### src/rtl/smx_pkg.sv
// ----------------------------------------------------------------------------
// smx_pkg
// Shared types and constants of the stack machine executor: command and
// status codes, sequencer states and the stack shift control.
// ----------------------------------------------------------------------------
package smx_pkg;

    // fixed field widths
    localparam int CMD_W     = 4;
    localparam int OPERAND_W = 32;
    localparam int STATUS_W  = 2;

    // parameter defaults
    localparam int STACK_DEPTH_DEF = 64;
    localparam int REG_COUNT_DEF   = 16;
    localparam int DATA_WIDTH_DEF  = 32;

    // instruction codes
    typedef enum logic [CMD_W-1:0] {
        CMD_BEGIN = 4'd0,
        CMD_END   = 4'd1,
        CMD_POP   = 4'd2,
        CMD_ADD   = 4'd3,
        CMD_SUB   = 4'd4,
        CMD_MUL   = 4'd5,
        CMD_DIV   = 4'd6,
        CMD_OUT   = 4'd7,
        CMD_IN    = 4'd8,
        CMD_PUSH  = 4'd9,
        CMD_PUSHR = 4'd10,
        CMD_POPR  = 4'd11
    } cmd_t;

    // completion codes
    typedef enum logic [STATUS_W-1:0] {
        STS_OK    = 2'd0,
        STS_UNDER = 2'd1,
        STS_OVER  = 2'd2,
        STS_DIVZ  = 2'd3
    } status_t;

    // sequencer states
    typedef enum logic [1:0] {
        S_IDLE   = 2'd0,
        S_EXEC   = 2'd1,
        S_DIV    = 2'd2,
        S_COMMIT = 2'd3
    } state_t;

    // shift control for the row of stack cells
    typedef struct packed {
        logic push;
        logic pop;
    } stk_ctrl_t;

endpackage

### src/rtl/smx_cell.sv
// ----------------------------------------------------------------------------
// smx_cell
// One stack entry. On push it takes the entry above it, on pop the entry
// below it, otherwise it holds.
// ----------------------------------------------------------------------------
module smx_cell #(
    parameter int DATA_WIDTH = smx_pkg::DATA_WIDTH_DEF
) (
    input  logic                  aclk,
    input  smx_pkg::stk_ctrl_t    ctrl,
    input  logic [DATA_WIDTH-1:0] upper_data,
    input  logic [DATA_WIDTH-1:0] lower_data,
    output logic [DATA_WIDTH-1:0] data
);

    logic [DATA_WIDTH-1:0] data_reg;
    logic [DATA_WIDTH-1:0] data_next;

    // shift selection
    always_comb begin
        data_next = data_reg;
        if (ctrl.push) begin
            data_next = upper_data;
        end else if (ctrl.pop) begin
            data_next = lower_data;
        end
    end

    // entry storage, undefined until written
    always_ff @(posedge aclk) begin
        data_reg <= data_next;
    end

    assign data = data_reg;

endmodule

### config.mk
export PLATFORM = sky130hd
export DESIGN_NAME = smx_cell
export DESIGN_NICKNAME = d
export VERILOG_FILES = /design/src/rtl/smx_pkg.sv /design/src/rtl/smx_cell.sv
export SDC_FILE = /design/constraint.sdc
export NUM_CORES = 1
export LEC_CHECK = 0
export BUFFER_PORTS_ARGS = -buffer_cell sky130_fd_sc_hd__buf_2
export CAP_MARGIN = 20
export CORE_ASPECT_RATIO = 1.1
export CORE_MARGIN = 8
export CORE_UTILIZATION = 41
export CTS_CLUSTER_DIAMETER = 40
export DETAILED_ROUTE_END_ITERATION = 7
export PLACE_DENSITY = 0.78
export SYNTH_ARGS = -nofsm -noshare
export SYNTH_HDL_FRONTEND = slang
export SYNTH_SLANG_ARGS = --single-unit
### constraint.sdc
create_clock -name aclk -period 2.6 [get_ports aclk]
set_input_delay 0.78 -clock aclk [delete_from_list [all_inputs] [get_ports aclk]]
set_output_delay 0.78 -clock aclk [all_outputs]
set_load 0.03 [all_outputs]
* Yosys cells after proc, flatten, opt, wreduce, memory -nomap -nowiden
Index checks and enable logic that the tools add are counted.
** Storage, ports and cells
- Register bits :: 32
- Bits in latches :: 0
- RAM bits :: 0
- ROM bits :: 0
- Input bits :: 67
- Output and inout bits :: 32
- Word-level logic and storage cells :: 4
- Memories kept :: 0
** Operators by class
- Add/subtract/negate cells :: 0
- Multipliers :: 0
- Divide/modulo/power cells :: 0
- $lt $le $gt $ge :: 0
- Eq/ne operators :: 0
- Shift operators :: 0
- Multiplexer cells :: 2
- Bitwise operators :: 0
- Reductions and logical operators :: 1
** Operators by type and width (number)
- $mux 32 :: 2
- $reduce_bool 2->1 :: 1

* Logic depth before layout (Yosys ltp)
- Depth in word-level cells :: 2
- Mapped depth :: 3
- Depth with buffers taken out :: 1

* Worst setup path after synthesis
Ideal clock, no wire load.
- Kind :: input-to-reg
- Start :: in ctrl[1] in the netlist's numbering
- End :: reg data_reg[0] (netlist: data[0]), enable pin
- Setup time :: 0.390 ns
- Data arrival time :: 1.802 ns
- Required time :: 2.210 ns
- Slack :: 0.407 ns
- Cell stages on the path :: 3
- Path buffers :: 2
- Path through :: buf_6 -> buf_12 -> or2_1
** On the way
- Word-level cells in the longest chain between the ends :: 1
** RTL lines
- start, declared :: line smx_cell.sv:10 : input smx_pkg::stk_ctrl_t ctrl,
- $reduce_bool 2->1 (no line)
- end signal, assigned :: line smx_cell.sv:31 : data_reg <= data_next;
- end, declared :: line smx_cell.sv:16 : logic [DATA_WIDTH-1:0] data_reg;
No other way between the ends.
A chain may end at the register's enable or synchronous reset.

* Worst setup path after layout
- Start :: in ctrl[1] in the netlist's numbering
- End :: reg data_reg[19] (netlist: data[19]), enable pin
Same word-level chain as after synthesis.

==> flow_summary_export.csv <==
group,metric,value,unit
drt,wirelength,3750,um
floorplanning,die_h,79.6,um
sta,fmax,0.581,GHz
global_routing,overflow,0,
layout,final_common_cell,"buf_2",
global_routing,busiest_layer,"met2",
synth,synth_mux_area_frac,0.311,
layout,diodes,0,
place,dp_slack,0.581,ns
worst_setup_path,worstSetupPathType,"in -> reg",
floorplanning,initial_utilization,0.419,
global_routing,grt_usage,0.129,
status,status,"completed",
floorplanning,core_area,3600,um2
floorplanning,rows,23,
clock_network,clock-sinks,32,
job,cap_viol_max_count,0,
worst_setup_path,cp_data_arrival_time,1.65,ns
drt,drtPass1Iterations,3,
synth,synth.yosys.seq_area_share,0.637,
layout,drive_gt1_frac,0.798,
sta,tightest_slew,0.405,ns
synth,syn_nets,136,
pwr,power_density,663,nW/um2
place,place.gp.congestion,0.814,
pwr,vdd_drop_max,0.000261,V
global_routing,grt_pass1_wl,5400,um
drt,num_vias,989,
synth,syn_area,1510,um2
pwr,p_leak,1.03,nW
synth,postSynthAreaPerCell,21.9,um2
clock_network,cts_tree,"built",
clock_network,cts_buffers,5,
synth,syn_inst,69,
sta,tns,0,ns
drt,ant_nets,0,
synth,synth_cell_type_count,6,
floorplanning,io_pins,99,
clock_network,cts_buffer_depth,2,
synth,synth_top_area_frac,0.637,
sta,finalSetupViolCount,0,
layout,largest_reg_flops,32,
global_routing,first_global_vias,1099,
layout,multiInputGateArea,475,um2
synth,synth-seq-cells,32,
clock_network,ctsHoldBuffers,0,
synth,synth_xor_area_frac,0,
synth,synth_top_family_by_area,"multiplexers",
layout,ff_latch_area,961,um2
global_routing,grtUsageMet2,0.234,
floorplanning,die_w,73.8,um
drt,vias_per_cell,4.43,
sta,fin_crit,1.72,ns
sta,timing.slew.headroom,0.730,
layout,nets,239,
worst_setup_path,worstPathMaxFanout,32,
min_path,min_path_type,"in -> reg",
layout,syn2layout_area_growth,40.8,%
sta,setup_slack,0.880,ns
layout,final_cell_mix,"buf_2, edfxtp_1, mux2_4",
synth,yosys.area_share.simple,0.00415,
worst_setup_path,required,2.53,ns
synth,synthTopCellsByArea,"edfxtp_1, mux2_4, buf_12, mux2_2, buf_6",
clock_network,post_cts_buffers,0,
pwr,fin_total_pwr,1.41,mW
worst_setup_path,cp-end-kind,"register",
synth,synth_warnings,0,
sta,drv_slew,0,
synth,synth_fa_ha_area_frac,0,
clock_network,htreeDepth,2,
synth,synth_compound_area_frac,0,
clock_network,clkTransAtPathRegs,0.06,ns
clock_network,cts_root_buf,"clkbuf_8",
drt,wl_per_cell,16.8,um
drt,drt_iter0_drc,50,
global_routing,grt_use_met3,0.0477,
global_routing,antenna_found_initial,0,
floorplanning,die_area,5880,um2
sta,min_period_over_period,0.662,
sta,rsz0062_at_grt,"no",
drt,drc_errors,0,
sta,hold_violations,0,
layout,nFillCells,295,
global_routing,grtUsageMet1,0.107,
worst_setup_path,critPathLaunchType,"input pin",
place,portBuffers,98,
synth,yosys.area.top_type,"edfxtp_1",
global_routing,grt_max_degree,33,
clock_network,cts_resized,0,
power by group:
group          switching, mW  internal [mW]
Clock                  0.166          0.278
Combinational          0.185          0.131
Sequential            0.0130          0.634
Total                  0.364           1.04
cell type report:
class	instances	share of cell area
clock inverters	3	0.0177
multi-input cells	33	0.224
repair buffers	100	0.244
flip-flops and latches	32	0.453
well taps	50	0.0295
clock buffers	5	0.0324
worst max-delay path, stage by stage:
cell and delay, ns:
buf_2 0.34, or2_1 0.16, buf_4 0.36
synth_stat cells:
master and count:
or2_1 1, mux2_2 3, buf_12 3, mux2_4 29
edfxtp_1 32, buf_6 1
metal layers:
layer / wire, um / share of wire
met1: 1230 / 0.33
met2: 2020 / 0.54
met3: 334 / 0.089
met4: 165 / 0.044
met5: 0 / 0
per-stage QoR:
stage               hold slack, ns  instance area, um2  utilization  instances
global route                 0.778                2120        0.590        223
floorplan                    0.997                1510            -         69
detailed placement            1.08                2020        0.561        215
global placement              1.08                2020        0.561        215
CTS                          0.785                2120        0.590        223
finish                       0.798                2120        0.590        223
cell families (layout without fill, tap and decap cells):
kind of cell / count (synthesis) / after routing
muxes: 32 / 32
and+or+nand+nor: 1 / 1
DFF: 32 / 32
buffers and inverters: 4 / 108
path summary, 6_finish.rpt:
check | startpoint | to | slack, ns | cells past startpoint
worst max-delay path | ctrl[1] | data[19] | 0.88 | 3
worst min-delay path | lower_data[9] | data[9] | 0.80 | 2
No activity file was read; power rests on OpenSTA's default activity.
