### src/rtl/smx_pkg.sv
// ----------------------------------------------------------------------------
// smx_pkg
// Shared types and constants of the stack machine executor: command and
// status codes, sequencer states and the stack shift control.
// ----------------------------------------------------------------------------
package smx_pkg;

    // fixed field widths
    localparam int CMD_W     = 4;
    localparam int OPERAND_W = 32;
    localparam int STATUS_W  = 2;

    // parameter defaults
    localparam int STACK_DEPTH_DEF = 64;
    localparam int REG_COUNT_DEF   = 16;
    localparam int DATA_WIDTH_DEF  = 32;

    // instruction codes
    typedef enum logic [CMD_W-1:0] {
        CMD_BEGIN = 4'd0,
        CMD_END   = 4'd1,
        CMD_POP   = 4'd2,
        CMD_ADD   = 4'd3,
        CMD_SUB   = 4'd4,
        CMD_MUL   = 4'd5,
        CMD_DIV   = 4'd6,
        CMD_OUT   = 4'd7,
        CMD_IN    = 4'd8,
        CMD_PUSH  = 4'd9,
        CMD_PUSHR = 4'd10,
        CMD_POPR  = 4'd11
    } cmd_t;

    // completion codes
    typedef enum logic [STATUS_W-1:0] {
        STS_OK    = 2'd0,
        STS_UNDER = 2'd1,
        STS_OVER  = 2'd2,
        STS_DIVZ  = 2'd3
    } status_t;

    // sequencer states
    typedef enum logic [1:0] {
        S_IDLE   = 2'd0,
        S_EXEC   = 2'd1,
        S_DIV    = 2'd2,
        S_COMMIT = 2'd3
    } state_t;

    // shift control for the row of stack cells
    typedef struct packed {
        logic push;
        logic pop;
    } stk_ctrl_t;

endpackage

### src/rtl/smx_div.sv
// ----------------------------------------------------------------------------
// smx_div
// Restoring unsigned divider, one quotient bit per cycle. Used by the divide
// instruction.
// ----------------------------------------------------------------------------
module smx_div #(
    parameter int W = smx_pkg::OPERAND_W
) (
    input  logic         aclk,
    input  logic         aresetn,
    input  logic         start,
    input  logic [W-1:0] dividend,
    input  logic [W-1:0] divisor,
    output logic         busy,
    output logic         done,
    output logic [W-1:0] quotient,
    output logic [W-1:0] remainder
);

    localparam int CNT_W = (W > 1) ? $clog2(W) : 1;

    logic             busy_reg, busy_next;
    logic             done_reg, done_next;
    logic [CNT_W-1:0] cnt_reg, cnt_next;
    logic [W-1:0]     quo_reg, quo_next;
    logic [W-1:0]     rem_reg, rem_next;
    logic [W-1:0]     dsr_reg, dsr_next;
    logic [W:0]       trial;
    logic [W:0]       diff;

    // one restoring step
    always_comb begin
        trial     = {rem_reg, quo_reg[W-1]};
        diff      = trial - {1'b0, dsr_reg};
        busy_next = busy_reg;
        done_next = 1'b0;
        cnt_next  = cnt_reg;
        quo_next  = quo_reg;
        rem_next  = rem_reg;
        dsr_next  = dsr_reg;
        if (start) begin
            busy_next = 1'b1;
            cnt_next  = CNT_W'(W - 1);
            quo_next  = dividend;
            rem_next  = '0;
            dsr_next  = divisor;
        end else if (busy_reg) begin
            if (diff[W]) begin
                rem_next = trial[W-1:0];
                quo_next = {quo_reg[W-2:0], 1'b0};
            end else begin
                rem_next = diff[W-1:0];
                quo_next = {quo_reg[W-2:0], 1'b1};
            end
            cnt_next = cnt_reg - CNT_W'(1);
            if (cnt_reg == '0) begin
                busy_next = 1'b0;
                done_next = 1'b1;
            end
        end
    end

    // control registers
    always_ff @(posedge aclk) begin
        if (!aresetn) begin
            busy_reg <= 1'b0;
            done_reg <= 1'b0;
            cnt_reg  <= '0;
        end else begin
            busy_reg <= busy_next;
            done_reg <= done_next;
            cnt_reg  <= cnt_next;
        end
    end

    // working registers
    always_ff @(posedge aclk) begin
        quo_reg <= quo_next;
        rem_reg <= rem_next;
        dsr_reg <= dsr_next;
    end

    assign busy      = busy_reg;
    assign done      = done_reg;
    assign quotient  = quo_reg;
    assign remainder = rem_reg;

endmodule

### config.mk
export PLATFORM = sky130hd
export DESIGN_NAME = smx_div
export DESIGN_NICKNAME = d
export VERILOG_FILES = /design/src/rtl/smx_pkg.sv /design/src/rtl/smx_div.sv
export SDC_FILE = /design/constraint.sdc
export NUM_CORES = 1
export LEC_CHECK = 0
export ABC_AREA = 1
export BUFFER_PORTS_ARGS = -buffer_cell sky130_fd_sc_hd__buf_4
export CORE_MARGIN = 1.5
export CORE_UTILIZATION = 55
export CTS_CLUSTER_SIZE = 28
export DETAILED_ROUTE_END_ITERATION = 6
export PLACE_DENSITY = 0.81
export RECOVER_POWER = 50
export SYNTH_ARGS = -nofsm -noshare
export SYNTH_HDL_FRONTEND = slang
export SYNTH_SLANG_ARGS = --single-unit
### constraint.sdc
create_clock -name aclk -period 7.38 [get_ports aclk]
set_clock_uncertainty 0.1 [all_clocks]
set_input_delay 1.476 -clock aclk [delete_from_list [all_inputs] [get_ports aclk]]
set_output_delay 1.476 -clock aclk [all_outputs]
set_load 0.02 [all_outputs]
# Word level (Yosys, flattened, before mapping)
# Cells that the tools add are included.
# Widths: inputs -> output; s select.
[word_totals]
latch_bits = 0
romBits = 0
mem_bits_rw = 0
memories = 0
out_inout_bits = 66
wordCells = 23
ff_bits = 103
[op_classes]
magnitude_cmp = 0
mul = 0
reduce_logical = 3
n_addsub = 2
n_eq_ne = 0
div_mod_pow = 0
n_mux = 10
bitwise = 2
shifts = 0
[ops]
columns = ["cell", "n"]
rows = [
  ["$mux 32", 3],
  ["$sub 33x32->33", 1],
  ["$mux 5", 2],
  ["$logic_not 5->1", 1],
  ["$mux 1", 5],
  ["$sub 5x1->5 const B", 1],
  ["$reduce_or 3->1", 1],
  ["$not 1->1", 2],
  ["$reduce_bool 2->1", 1],
]

# Logic depth before layout (Yosys ltp)
# Gate-level depths: netlist of run 1.
[depth]
word_depth = 4
ltp_mapped = 18
mapped_depth_nobuf = 17

# Worst setup path before layout of run 1
# No wires, ideal clock.
[synth_timing]
path_type = "input -> register"
from = "input start"
to = "register quo_reg[0] (netlist: quotient[0]), enable pin"
setup_slack_ps = 4324
stages = 3
arrival_ps = 2568
path_buffers = 1
cell_sequence = "clkbuf_1 > nor2_1 > inv_1"
[synth_via]
elab_chain_cells = 1
[synth_rtl]
columns = ["element", "line_no", "source"]
rows = [
  ["start: declaration", "smx_div.sv:11", "input logic start,"],
  ["$reduce_bool 2->1 (no line)", "-", ""],
  ["end signal: assignment", "smx_div.sv:78", "quo_reg <= quo_next;"],
  ["end: declaration", "smx_div.sv:25", "logic [W-1:0] quo_reg, quo_next;"],
]
# No other way between the ends.
# A chain may end at the register's enable or synchronous reset.

# Worst setup path in the final report of run 1
[layout_timing]
from = "input start"
to = "register quo_reg[27] (netlist: quotient[27]), data pin"
[layout_via]
elab_chain_cells = 1
[layout_rtl]
columns = ["element", "line_no", "source"]
rows = [
  ["$mux 32", "smx_div.sv:41", "if (start) begin"],
  ["net quo_next[27]", "smx_div.sv:25", ""],
]
# The timed path passes the listed nets, and every way through them passes these cells.

==> reports/results.txt, run 1 <==
YS warnings: 0
CP dominant cell by count: nand2_1
Slowest cell on the critical path: clkinv_1
CP Data Arrival Time: 3500 ps
TritonRoute pass-1 iters: 4
Most frequent cells in the layout: nand2_1, inv_1, edfxtp_1
Vias: 6354
Slew @ Worst Pin: 933 ps
Synthesized area: 0.00684 sq mm
Post-CTS Setup Bufs: 0
Avg Inst Size Synth: 6.64 sq um
ANT cells: 0
R2R Path End: remainder[15]
Max-cap viol count: 0
Most common cell after layout, fill and taps aside: nand2_1
Crit path kind: primary input to register
Core ar.: 0.0121 sq mm
RSZ-0062 raised after global routing: false
Hold crit path type: register to register
LEAKAGE: 4.46 nW
Slew Limit Fails: 0
Area of the multi-input gates: 0.00323 sq mm
Gpl congestion: 0.968
Worst hold path endpoint: cnt_reg[0]
First-pass GRT wire length: 28.2 mm
H-tree depth: 3
HP Start: cnt_reg[0]
CP startpoint kind: primary input
Filler-free cell count of the finished design: 1331
Avg WL per Cell: 12.7 um
# nets final: 1260
Tmin final: 3490 ps
CTS tree: yes
Overall die area: 0.0131 sq mm
Worst setup EP type: register
Resized Gates After CTS: 0
Num CTS Buffers: 9
Initial core utilization: 56.7%
Crit path cell chain: buf_4 > clkinv_1 > nand2_1 > nand2_1
Routed Antenna Nets: 0
CP max FO: 70
Placed cell count: 1315
Cell area after layout: 0.00805 sq mm
CTS Root Cell: clkbuf_16
Syn nets: 1132
Port buffer count: 132
# fillers: 1134
Clk sinks: 103
Total Wirelength: 16.8 mm
Clk_lat worst skew: 360 ps
IO Count: 133
Largest net degree at the start of global routing: 71
Delay-heaviest family, CP: buffers and inverters
Worst Path Required: 7390 ps
R2R setup slack: 4290 ps
Clock transition at path regs: 70 ps
Site Rows: 40
Achievable Freq: 0.286 GHz
# DRC: 0
CTS Buffer Depth: 2
Hold path cells: 1
Netlist cell types: 35
Placed cell area: 0.00796 sq mm
Total GRT Usage: 27.3%
Reg2Reg Depth: 17
Slew HR: 37.4%
Via/cell ratio: 4.77
Drt initial violations: 389
Worst hold slack: 385 ps
Remaining global-route overflow: 0
Period utilisation layout: 47.3%
Die Span X: 114 um
VDD IR max: 155 uV
Synth Register Bits: 103
Final Hold Fails: 0
Worst path max stage delay: 1000 ps
Reg area: 0.00270 sq mm
Status: completed
Final setup violation count: 0
Pwr Density: 167 mW/mm^2
Reg-to-Reg Start: quotient[31]
Hold_buf cts: 0
Syn Inst Count: 1030
Sequential fraction of the synthesis area: 39.5%
Vias in the first global route: 6126
Initial antenna violation count: 0
Post-DP HPWL: 12.8 mm
Die height: 114 um
Setup TNS: 0 ps
Core Util, Final: 66.7%
Layout cells sized above 1: 9.72%
Area Growth Syn to Fin: 17.7%
Crit path buffers/inverters: 2
## metrics by stage
stage,setup WS [ps],power (mW)
after floorplan,4320,0.813
after global placement,3580,0.903
after detailed placement,3470,0.907
after CTS,3880,1.37
after global routing,3630,1.41
final,3890,1.35
## power breakdown
part	switching, mW	internal, mW
logic	0.133	0.0771
registers	0.0183	0.655
clock network	0.227	0.235
## worst max path at each step
stage | from | end | slack [ps] | depth (start not counted)
after floorplan | start | quotient[0] | 4320 | 3
after detailed placement | start | quotient[27] | 3470 | 4
after global routing | start | quotient[25] | 3630 | 4
after global placement | start | quotient[1] | 3580 | 4
final | start | quotient[27] | 3890 | 4
after CTS | start | quotient[14] | 3880 | 4
## routing by layer
| metal | wire (um) | up-vias | global-route usage [%] |
|---|---|---|---|
| li1 | - | 3362 | - |
| met1 | 7430 | 2803 | 33.8 |
| met2 | 7870 | 164 | 45.3 |
| met3 | 1060 | 25 | 7.41 |
| met4 | 482 | 0 | 10.6 |
| met5 | 0 | - | 0 |
## synthesized netlist by cell type
library cell,instances,area [sq um]
nor4_1,2,12.5
a31oi_1,2,12.5
nand2_4,1,11.3
o211ai_1,1,7.51
xnor2_1,13,114
a21o_1,1,7.51
clkinv_1,1,3.75
inv_1,210,788
nand2_1,468,1760
and3_1,1,6.26
xor2_1,2,17.5
o21bai_1,2,15.0
nor2_2,1,6.26
ha_1,34,425
or2_2,1,6.26
nor3_1,5,25.0
a221oi_1,1,8.76
a21oi_1,18,90.1
nand2_2,4,25.0
nor3_2,1,10.0
nand3_1,62,310
edfxtp_1,64,1920
o21ai_1,2,10.0
inv_2,4,15.0
or2_1,1,6.26
and2_1,6,37.5
nand3_2,1,10.0
fa_1,1,20.0
o21ai_0,6,30.0
nand3b_1,1,7.51
clkbuf_1,13,48.8
nor2_1,47,176
nand4_1,9,56.3
buf_6,5,56.3
dfxtp_1,39,781
## worst reg2reg max path: stages, from the launching register on
cell      delay (ps)
edfxtp_1         350
inv_1             60
ha_1             230
fa_1             400
inv_1            110
nand2_1           60
nand2_1          110
nand3_1           80
nand2_1          160
nand2_1           70
nand2_1          160
nand2_2          110
nand2_2           80
nand2_1           60
nand2_2          540
nand2_1          150
nand3_1          120
nand2_1           50
## cells by family after synthesis
group / count (synthesis) / share of synthesized area, %
simple gates: 611 / 36.0
flops: 103 / 39.5
fa+ha+maj: 35 / 6.52
xor+xnor: 15 / 1.92
buf+inv: 233 / 13.3
compound gates: 33 / 2.65
## area by class of cell
cell class | instances | area share (%)
Multi-Input combinational cell | 694 | 40.1
Clock buffer | 10 | 2.85
Inverter | 215 | 10.0
Clock inverter | 6 | 0.622
Sequential cell | 103 | 33.6
Tap cell | 168 | 2.61
Timing Repair Buffer | 135 | 10.2
No activity file was read; power rests on OpenSTA's default activity.
==> inputs of run 2 (changes only) <==
==> constraint.sdc (replaced) <==
create_clock -name aclk -period 3.5 [get_ports aclk]
set_clock_uncertainty 0.1 [all_clocks]
set_input_delay 0.7 -clock aclk [delete_from_list [all_inputs] [get_ports aclk]]
set_output_delay 0.7 -clock aclk [all_outputs]
set_load 0.02 [all_outputs]
==> reports/results.txt, run 2 (synthesis gave the netlist of run 1 again) <==
Status: complete, but fails checks
Failing checks: max-capacitance violations, max-slew violations
CP startpoint kind: register
Clock transition at path regs: 80 ps
Cell area after layout: 0.00828 sq mm
Tmin final: 2860 ps
CP max FO: 21
Final Hold Fails: 0
Num CTS Buffers: 9
Filler-free cell count of the finished design: 1334
Clk_lat worst skew: 360 ps
Part of the power in combinational logic: 15.8%
# DRC: 0
R2R Path End: quotient[0]
Placed cell count: 1318
Total Wirelength: 16.9 mm
Pwr Density: 356 mW/mm^2
Post-CTS Setup Bufs: 0
Overall die area: 0.0131 sq mm
Final setup violation count: 0
Site Rows: 40
Fin worst setup slack: 642 ps
Area Growth Syn to Fin: 21.1%
Most frequent cells in the layout: nand2_1, inv_1, buf_4
Hold path cells: 2
Post-DP HPWL: 12.9 mm
Remaining global-route overflow: 0
Drt initial violations: 322
CP Data Arrival Time: 2820 ps
Crit path kind: register to register
Max-cap viol count: 1
Reg-to-Reg Start: quotient[31]
Resized Gates After CTS: 0
Flop pwr share: 48.2%
Avg WL per Cell: 12.7 um
Slew @ Worst Pin: 1730 ps
Most common cell after layout, fill and taps aside: nand2_1
HP Start: remainder[3]
Via/cell ratio: 4.82
Cell internal pwr: 2.14 mW
Setup TNS: 0 ps
Port buffer count: 132
Worst hold path endpoint: remainder[3]
Post-placement setup slack: 698 ps
Clk sinks: 103
Vias in the first global route: 6066
TritonRoute pass-1 iters: 5
Worst setup EP type: register
IO Count: 133
H-tree depth: 3
Layout cells sized above 1: 14.0%
Core Util, Final: 68.7%
VDD IR max: 399 uV
Slew Limit Fails: 34
Total GRT Usage: 26.9%
Hold_buf cts: 0
CTS Buffer Depth: 2
ANT cells: 0
CTS Root Cell: clkbuf_16
Vias: 6435
Largest net degree at the start of global routing: 64
Clk pwr share: 36.0%
Core ar.: 0.0121 sq mm
Worst Path Required: 3470 ps
CTS tree: yes
First-pass GRT wire length: 28.0 mm
Placed cell area: 0.00801 sq mm
RSZ-0062 raised after global routing: false
Initial core utilization: 56.7%
Hold crit path type: register to register
Switch Pwr: 814 uW
Die height: 114 um
Slew HR: -15.2%
Reg2Reg Depth: 16
Initial antenna violation count: 0
Die Span X: 114 um
LEAKAGE: 4.69 nW
Gpl congestion: 0.936
Switch share: 27.6%
R2R setup slack: 640 ps
Period utilisation layout: 81.7%
Routed Antenna Nets: 0
# nets final: 1263
Achievable Freq: 0.350 GHz
[run 2: through the flow]
| stage | power (mW) | hold WS (ps) |
|---|---|---|
| 2_1_floorplan | 1.71 | 343 |
| 3_3_place_gp | 1.91 | 370 |
| 3_5_place_dp | 1.92 | 382 |
| 4_1_cts | 2.97 | 393 |
| 5_1_grt | 3.07 | 406 |
| 6_report | 2.95 | 392 |
[run 2: critical path, cell delays in order (launching register included)]
cell and delay [ps]:
edfxtp_1 360, inv_1 60, ha_1 220, fa_1 420, inv_1 110, nand2_1 60, nand2_1 90, nand3_1 70
nand2_1 130, nand2_1 60, nand2_1 110, nand2_2 90, nand2_2 80, nand2_1 60, nand2_2 250, buf_12 210
o21ai_1 70
[run 2: worst max path at each step]
stage	end	slack, ps	cells past startpoint	start
after floorplan	quotient[0]	950	16	quotient[31]
after global routing	quotient[0]	410	16	quotient[31]
final	quotient[0]	640	16	quotient[31]
after global placement	quotient[0]	810	16	quotient[31]
after CTS	quotient[0]	660	16	quotient[31]
after detailed placement	quotient[0]	700	16	quotient[31]
[run 2: power by group through the flow]
stage | sequential, mW | clock (mW) | combinational [mW]
2_1_floorplan | 1.49 | 0 | 0.223
3_3_place_gp | 1.44 | 0 | 0.464
3_5_place_dp | 1.45 | 0 | 0.470
4_1_cts | 1.42 | 1.08 | 0.473
5_1_grt | 1.43 | 1.12 | 0.517
6_report | 1.42 | 1.06 | 0.467
[run 2: layout make-up]
cell class              count  area [sq um]
well taps                 168           210
inverters                 215           807
flip-flops and latches    103          2700
multi-input cells         694          3220
clock buffers               9           225
repair buffers            138          1030
clock inverters             7          83.8
fillers                  1058          3780
[run 2: layer usage]
| layer | routed length [um] | GRT usage [%] | up-vias | part of all wire (%) |
|---|---|---|---|---|
| met3 | 975 | 7.15 | 23 | 5.8 |
| li1 | - | - | 3381 | - |
| met5 | 0 | 0 | - | 0 |
| met1 | 7550 | 33.6 | 2863 | 45 |
| met2 | 8110 | 45.9 | 168 | 48 |
| met4 | 278 | 7.50 | 0 | 1.6 |
==> inputs of run 3 (changes only) <==
==> constraint.sdc (replaced) <==
create_clock -name aclk -period 2.9 [get_ports aclk]
set_clock_uncertainty 0.1 [all_clocks]
set_input_delay 0.58 -clock aclk [delete_from_list [all_inputs] [get_ports aclk]]
set_output_delay 0.58 -clock aclk [all_outputs]
set_load 0.02 [all_outputs]
==> reports/results.txt, run 3 (synthesis gave the netlist of run 1 again) <==
Status: complete, but fails checks
Failing checks: max-capacitance violations, max-slew violations
Placed cell count: 1320
Die height: 114 um
Clock transition at path regs: 80 ps
First-pass GRT wire length: 28.3 mm
# nets final: 1265
IO Count: 133
Via/cell ratio: 4.81
Clk_lat worst skew: 360 ps
Drt initial violations: 453
Max-cap viol count: 1
Final Hold Fails: 0
Final setup violation count: 0
Slew Limit Fails: 31
# DRC: 0
Period utilisation layout: 90.3%
Port buffer count: 132
Fin worst setup slack: 283 ps
Slowest cell on the critical path: fa_2
Crit path kind: register to register
CP Data Arrival Time: 2770 ps
Vias in the first global route: 6094
Layout cells sized above 1: 14.1%
Worst Path Required: 3050 ps
Reg-to-Reg Start: quotient[31]
Initial antenna violation count: 0
Initial core utilization: 56.7%
Reg2Reg Depth: 18
Slew @ Worst Pin: 1760 ps
Filler-free cell count of the finished design: 1336
CTS Root Cell: clkbuf_16
Area Growth Syn to Fin: 21.1%
TritonRoute pass-1 iters: 7
Vias: 6428
LEAKAGE: 4.68 nW
Achievable Freq: 0.382 GHz
Post-DP HPWL: 13.0 mm
Clk sinks: 103
Pwr Density: 419 mW/mm^2
R2R Path End: remainder[24]
Overall Power: 3.47 mW
Core Util, Final: 68.6%
Gpl congestion: 0.930
Routed Antenna Nets: 0
VDD IR max: 435 uV
Slew HR: -17.5%
Remaining global-route overflow: 0
Core ar.: 0.0121 sq mm
Site Rows: 40
Overall die area: 0.0131 sq mm
Setup TNS: 0 ps
Worst setup EP type: register
CTS tree: yes
HP Start: divisor[11]
Tmin final: 2620 ps
Total Wirelength: 17.2 mm
Post-CTS Setup Bufs: 0
Largest net degree at the start of global routing: 42
CP dominant cell by count: nand2_1
ANT cells: 0
Most common cell after layout, fill and taps aside: nand2_1
Num CTS Buffers: 9
Die Span X: 114 um
Worst path max stage delay: 380 ps
R2R setup slack: 280 ps
CP max FO: 12
Hold crit path type: primary input to register
Crit path cell chain: inv_1 > ha_1 > fa_2 > inv_1 > nand2_1 > nand2_1 > nand3_1 > nand2_1 > nand2_1 > nand2_1 > nand2_2 > nand2_2 > nand2_1 > nand2_2 > buf_6 > nand2_1 > nand3_1 > nand2_1
Hold path cells: 1
H-tree depth: 3
Total GRT Usage: 27.4%
Most frequent cells in the layout: nand2_1, inv_1, buf_4
Worst hold path endpoint: dsr_reg[11]
CP startpoint kind: register
RSZ-0062 raised after global routing: false
Avg WL per Cell: 12.9 um
CTS Buffer Depth: 2
Post-placement setup slack: 213 ps
## run 3: cell types whose count changed in the layout (fill, tap and decap cells not counted), sizes merged
cell	change
buf	-1
bufinv	-1
clkbuf	+4
clkinvlp	+1
inv	-1
## run 3: routing by layer
layer / vias to the layer above / routed length (um) / share of wire [%] / global-route usage (%)
li1: 3380 / - / - / -
met1: 2845 / 7720 / 45 / 35.2
met2: 177 / 8020 / 46 / 45.1
met3: 26 / 1100 / 6.4 / 7.31
met4: 0 / 413 / 2.4 / 8.67
met5: - / 0 / 0 / 0
## run 3: cell type report
cell class | instances | area [sq um]
inverters | 215 | 807
repair buffers | 140 | 1040
clock inverters | 6 | 52.6
multi-input cells | 694 | 3240
well taps | 168 | 210
fillers | 1067 | 3780
clock buffers | 10 | 229
flip-flops and latches | 103 | 2700
## run 3: timing repair
item | in CTS | in global routing
endpoints found under the hold margin | 0 | 0
hold buffers | 0 | 0
setup endpoints to repair | 0 | 32
gates resized for setup | 0 | 6
## run 3: how the worst max path moves through the flow
stage | endpoint | startpoint | slack [ps]
after global placement | remainder[3] | quotient[31] | 360
after CTS | remainder[24] | quotient[31] | 150
after global routing | remainder[13] | quotient[31] | 50
after detailed placement | remainder[9] | quotient[31] | 210
final | remainder[24] | quotient[31] | 280
after floorplan | quotient[0] | quotient[31] | 350
## run 3: critical path, delay by kind of cell (launching register included)
kind | cells | cell delay [ps]
adder cells (fa/ha/maj) | 2 | 610
AND/OR/NAND/NOR | 13 | 1090
flip-flops | 1 | 360
buffers and inverters | 3 | 350
## run 3: metrics by stage
stage	hold slack, ps	instance area [sq um]
floorplan	343	6840
global placement	360	8000
detailed placement	376	8000
CTS	284	8280
global route	300	8280
finish	316	8280
## run 3: power by group
part	leakage [nW]	internal, mW	switching, mW	total, mW
Clock	0.137	0.600	0.583	1.18
Sequential	0.958	1.67	0.0471	1.71
Combinational	3.58	0.225	0.346	0.571
Total	4.68	2.49	0.976	3.47
